<file path="src/rtl/psfbl_pkg.sv">
`default_nettype none
package psfbl_pkg;

    localparam int DEF_TABLE_DEPTH    = 64;
    localparam int DEF_SWEEP_INTERVAL = 256;

    // item kinds carried on tuser
    localparam logic [1:0] MODE_TICK   = 2'd0;
    localparam logic [1:0] MODE_CHECK  = 2'd1;
    localparam logic [1:0] MODE_FAIL   = 2'd2;
    localparam logic [1:0] MODE_CREATE = 2'd3;

    // configuration register indexes
    localparam logic [2:0] REG_ENABLE     = 3'd0;
    localparam logic [2:0] REG_MAX_ATT    = 3'd1;
    localparam logic [2:0] REG_WINDOW     = 3'd2;
    localparam logic [2:0] REG_INITIAL    = 3'd3;
    localparam logic [2:0] REG_MULT       = 3'd4;
    localparam logic [2:0] REG_MAX_DELAY  = 3'd5;
    localparam logic [2:0] REG_TTL        = 3'd6;

    localparam logic [15:0] FAIL_MAX  = 16'hFFFF;
    localparam logic [23:0] RETRY_MAX = 24'hFFFFFF;

    localparam int IN_W  = 104;
    localparam int OUT_W = 56;

    typedef struct packed {
        logic        enable;
        logic [15:0] max_attempts;
        logic [23:0] window;
        logic [23:0] initial_delay;
        logic [7:0]  mult;
        logic [23:0] max_delay;
        logic [23:0] ttl;
    } t_cfg;

    typedef struct packed {
        logic [31:0] address;
        logic [15:0] failures;
        logic [31:0] window_start;
        logic [31:0] last_access;
        logic [31:0] blocked_until;
        logic        bypass_valid;
        logic [63:0] bypass_hash;
    } t_entry;

    localparam int ENTRY_W = $bits(t_entry);

    typedef struct packed {
        logic load;
        logic scan_cmp;
        logic miss;
        logic chk;
        logic upd;
        logic bo_step;
        logic wr;
        logic swcnt;
        logic sw_cmp;
        logic done;
    } t_cmd;

    typedef struct packed {
        logic is_tick;
        logic is_check;
        logic enable;
        logic hit;
        logic last;
        logic free_found;
        logic block;
        logic bo_done;
        logic sweep_due;
        logic out_free;
    } t_sts;

endpackage
`default_nettype wire

</file>
<file path="src/rtl/psfbl_ctrl.sv">
`default_nettype none
module psfbl_ctrl
    import psfbl_pkg::*;
(
    input  wire logic i_clk,
    input  wire logic i_rst_n,
    input  wire logic i_in_valid,
    input  wire t_sts i_sts,
    output logic      o_in_ready,
    output t_cmd      o_cmd
);
    typedef enum logic [11:0] {
        S_IDLE  = 12'b0000_0000_0001,
        S_RD    = 12'b0000_0000_0010,
        S_CMP   = 12'b0000_0000_0100,
        S_MISS  = 12'b0000_0000_1000,
        S_CHK   = 12'b0000_0001_0000,
        S_UPD   = 12'b0000_0010_0000,
        S_BO    = 12'b0000_0100_0000,
        S_WR    = 12'b0000_1000_0000,
        S_SWCNT = 12'b0001_0000_0000,
        S_SRD   = 12'b0010_0000_0000,
        S_SCMP  = 12'b0100_0000_0000,
        S_DONE  = 12'b1000_0000_0000
    } t_state;

    t_state r_state, n_state;

    always_ff @(posedge i_clk) begin
        if (!i_rst_n) begin
            r_state <= S_IDLE;
        end else begin
            r_state <= n_state;
        end
    end

    always_comb begin
        n_state = r_state;
        unique case (r_state)
            S_IDLE:  if (i_in_valid) n_state = S_RD;
            S_RD: begin
                if (i_sts.is_tick || !i_sts.enable) n_state = S_DONE;
                else n_state = S_CMP;
            end
            S_CMP: begin
                priority if (i_sts.hit) n_state = i_sts.is_check ? S_CHK : S_UPD;
                else if (i_sts.last) n_state = i_sts.is_check ? S_DONE : S_MISS;
                else n_state = S_RD;
            end
            S_MISS:  n_state = i_sts.free_found ? S_UPD : S_SWCNT;
            S_CHK:   n_state = S_DONE;
            S_UPD:   n_state = i_sts.block ? S_BO : S_WR;
            S_BO:    if (i_sts.bo_done) n_state = S_WR;
            S_WR:    n_state = S_SWCNT;
            S_SWCNT: n_state = i_sts.sweep_due ? S_SRD : S_DONE;
            S_SRD:   n_state = S_SCMP;
            S_SCMP:  n_state = i_sts.last ? S_DONE : S_SRD;
            S_DONE:  if (i_sts.out_free) n_state = S_IDLE;
            default: n_state = S_IDLE;
        endcase
    end

    assign o_in_ready     = (r_state == S_IDLE);
    assign o_cmd.load     = (r_state == S_IDLE) && i_in_valid;
    assign o_cmd.scan_cmp = (r_state == S_CMP);
    assign o_cmd.miss     = (r_state == S_MISS);
    assign o_cmd.chk      = (r_state == S_CHK);
    assign o_cmd.upd      = (r_state == S_UPD);
    assign o_cmd.bo_step  = (r_state == S_BO);
    assign o_cmd.wr       = (r_state == S_WR);
    assign o_cmd.swcnt    = (r_state == S_SWCNT);
    assign o_cmd.sw_cmp   = (r_state == S_SCMP);
    assign o_cmd.done     = (r_state == S_DONE);
endmodule
`default_nettype wire

</file>
<file path="config.mk">
export PLATFORM = sky130hd
export DESIGN_NAME = psfbl_ctrl
export DESIGN_NICKNAME = d
export VERILOG_FILES = /design/src/rtl/psfbl_pkg.sv /design/src/rtl/psfbl_ctrl.sv
export SDC_FILE = /design/constraint.sdc
export NUM_CORES = 1
export LEC_CHECK = 0
export ABC_AREA = 1
export BUFFER_PORTS_ARGS = -buffer_cell sky130_fd_sc_hd__buf_4
export CAP_MARGIN = 20
export CORE_ASPECT_RATIO = 0.8
export CORE_MARGIN = 5
export CORE_UTILIZATION = 55
export DETAILED_ROUTE_END_ITERATION = 12
export HOLD_SLACK_MARGIN = 0.08
export PLACE_DENSITY_LB_ADDON = 0.05
export SYNTH_ARGS = -nofsm -noshare
export SYNTH_HDL_FRONTEND = slang
export SYNTH_SLANG_ARGS = --single-unit
</file>
<file path="constraint.sdc">
create_clock -name i_clk -period 1.8 [get_ports i_clk]
set_input_delay 0.36 -clock i_clk [delete_from_list [all_inputs] [get_ports i_clk]]
set_output_delay 0.36 -clock i_clk [all_outputs]
set_load 0.05 [all_outputs]
</file>
==> results.md <==
- Post-route ant nets: 0
- R2r startpoint: r_state[8]
- Number of global-route vias before repair: around 900
- Post-Syn Area: 895 um2
- Layout cells sized above 1: 0.472
- First-pass GRT wire length: 3860 um
- Largest family of logic cells by synthesized area: simple AND/OR/NAND/NOR gates
- Sinks on Clock Net: 12
- Clock latency at the later pin of the worst-skew pair: ~0.29 ns
- H-tree depth: 1
- Worst path bufs/invs: 2
- Met2 GRT Util: 0.382
- Antenna diodes: 0
- Synth Flop Type: dfxtp_1
- I/O pin cnt: 24
- Root Buffer: clkbuf_4
- GP Congestion: roughly 0.85
- Routing usage on met1: 0.255
- Mux share of post-synthesis cell area: 0
- Initial antenna violation count: 0
- Synth cell types: 21
- Cts hold-fix bufs: 0
- Pin count of the biggest net entering global routing: 11
- Top post-synthesis cells by area: dfxtp_1 (27%), nand2_1 (13%), inv_1 (12%)
- Top Family by Delay on Critical Path: simple AND/OR/NAND/NOR gates
- Max-Cap Viols: 0
- Via count: about 1000
- Seq/Total Area, Yosys: 0.269
- Net Sw Frac: 0.447
- Post-layout util: 0.843
- Fraction of registers with async set or reset after synthesis: 0
- Worst slew pin tran: around 0.30 ns
- Worst EP required: between 1 and 1.5 ns
- Cell-internal power: about 620 uW
- Most common cell in the synthesized netlist: nand2_1
- Post-placement cell count: around 190
- Port bufs: 23
- Final min period: ~1.8 ns
- WL final: 2580 um
- Number of core rows: 13
- Final worst path period share: 1.01
- Nets: roughly 190
- Adder-Cell Fraction of Synth Area: 0
- Drt wl/cell: approximately 13 um
- Max Fclk: around 550 MHz
- Max-slew headroom: 0.800
- Initial core utilization: 0.567
- WHS Path Cells: 2
- Synth Area in Compound Gates: 0.0671
- 1st-iter DRT viols: 25
- Crit end category: output pin
- Global Route met3 Usage: 0.0777
- Post-DP HPWL: 1840 um
- Number of synthesized flops with an enable pin: 0
- HP Start: i_sts[9]
- WS Path Type: flip-flop to output pin
- Area leader, netlist: dfxtp_1
- Fin cells: 200
- Core Box Area: 0.00158 mm2
- Seq pwr share: 0.276
- Total Routing Usage GR: 0.220
- Worst reg-to-reg setup slack: roughly 0.27 ns
- Die area: ~0.0025 mm2
- Setup violations, final: 1
- Clock transition at the registers of the reported paths: 0.09 ns
- CTS Buf Count: 3
- Drt first pass iters: 4
- RSZ-0062 raised after global routing: true
- Post-Syn Area per Cell: 6.30 um2
- PnR worst setup slack: -0.0149 ns
- Post-Synthesis Cells: about 140
- Post-synthesis register bit count: 12
- Critical Path Start Type: flip-flop
- Top flop regs: r_state: 12 flops
- Failing checks: setup timing
- Syn_nets: between 150 and 200
- Comb power frac: 0.518
- Status: complete, but fails checks
- Leak Pwr: roughly 0.00070 uW
- Simple-Gate Fraction of Synth Area: 0.526
- Clock share of power: 0.206
- Critical Path Slowest Stage Cell: dfxtp_4
- Reg2Reg Depth: 11
- Hold Fails Final Rpt: 0
- Top reg by flops: r_state
- Synth Area in XOR/XNOR: 0
- Vias/cell: around 5.1
- NetSw: ~500 uW
- Hold slack: 0.223 ns
- Die Wd: between 50 and 60 um
- Power Dens Cells: about 840 mW/mm2
- Grt peak-use layer: met2
- Ys Warns: 0
- CTS max path bufs: 2
- Top cell type's share of synthesized area: 0.269
- Total grt overflow: 0
- # DRC: 0
- Arrival @ worst endpoint: between 1 and 1.5 ns
- Commonest cells in the netlist: nand2_1 (31), inv_1 (28), nor2_1 (19)
- Peak VDD IR: ~1.1 mV
- Clock Skew: 0.0122 ns
- Hold WC Path Type: primary input to flip-flop
- Hold EP: r_state[2]
- Cells along the critical path: nor2_4, nand2_4, nor2_4, nand2_2, inv_2, buf_8
- TritonCTS clock tree: yes
- Worst R2R End: r_state[0]
- Crit-path max FO: 4
- Pins Over Slew Limit: 0
- Die Y: approximately 46 um
- Critical Path Max Stage Delay: approximately 0.36 ns
- Flip-flop count of the largest register after layout: 12
- Most frequent CP cell: nor2_4
- Synth-to-layout area growth: 48.7%
## worst max path at each step
| stage | start | to | slack, ns | cells past startpoint |
|---|---|---|---|---|
| CTS | r_state[2] | o_cmd[8] | -0.02 | 5 |
| detailed placement | r_state[2] | o_cmd[1] | 0.22 | 6 |
| global route | r_state[10] | o_cmd[5] | -0.07 | 6 |
| floorplan | r_state[4] | o_cmd[9] | 0.003 | 5 |
| finish | r_state[10] | o_cmd[5] | -0.01 | 6 |
| global placement | r_state[3] | o_cmd[1] | 0.31 | 6 |
## cell type report
class	instances	area [um2]
well taps	22	27.5
fillers	102	248
flip-flops and latches	12	249
repair buffers	32	308
clock buffers	4	36.3
multi-input cells	97	583
inverters	33	126
## layout by cell type (no fill, tap or decap), drive strengths merged
cell | Yosys | routed
o21ai | 3 | 3
a21oi | 4 | 4
o211ai | 1 | 1
buf | 0 | 32
nor3 | 6 | 6
inv | 32 | 32
clkinv | 1 | 1
nand2 | 43 | 43
o21a | 1 | 1
nor2 | 28 | 28
dfxtp | 12 | 12
clkbuf | 0 | 4
nor4 | 2 | 2
nand3 | 8 | 8
o22ai | 1 | 1
## repair_timing
action                     CTS  global route
cloned                       0             0
pin swaps                    5            11
setup endpoints to repair    9            11
buffers inserted             1             8
gates resized for setup      6            40
## routing by layer
metal	part of all wire	up-vias
met1	0.42	475
li1	-	497
met3	0.073	4
met5	0	-
met4	0.0066	0
met2	0.50	40
## power groups by stage
stage / logic (uW) / clock network, uW / registers [uW]
after floorplan: 373 / 0 / 306
after global placement: 480 / 0 / 309
after detailed placement: 484 / 0 / 309
after CTS: 497 / 233 / 303
after global routing: 633 / 247 / 310
final: 582 / 231 / 310
## kinds of logic (layout without fill, tap and decap cells)
group / count (synthesis) / after routing
flops: 12 / 12
compound gates: 10 / 10
simple gates: 87 / 87
buf+inv: 33 / 69
## metrics by stage
step | TNS (ns) | area, um2 | total power (uW) | setup WS (ns)
after global routing | -0.363 | 1330 | 1190 | -0.0725
after CTS | -0.0297 | 1160 | 1030 | -0.0188
final | -0.0149 | 1330 | 1120 | -0.0149
after detailed placement | 0 | 1090 | 793 | 0.220
after floorplan | 0 | 895 | 679 | 0.00299
after global placement | 0 | 1090 | 788 | 0.312
(Power assumes the default switching activity.)
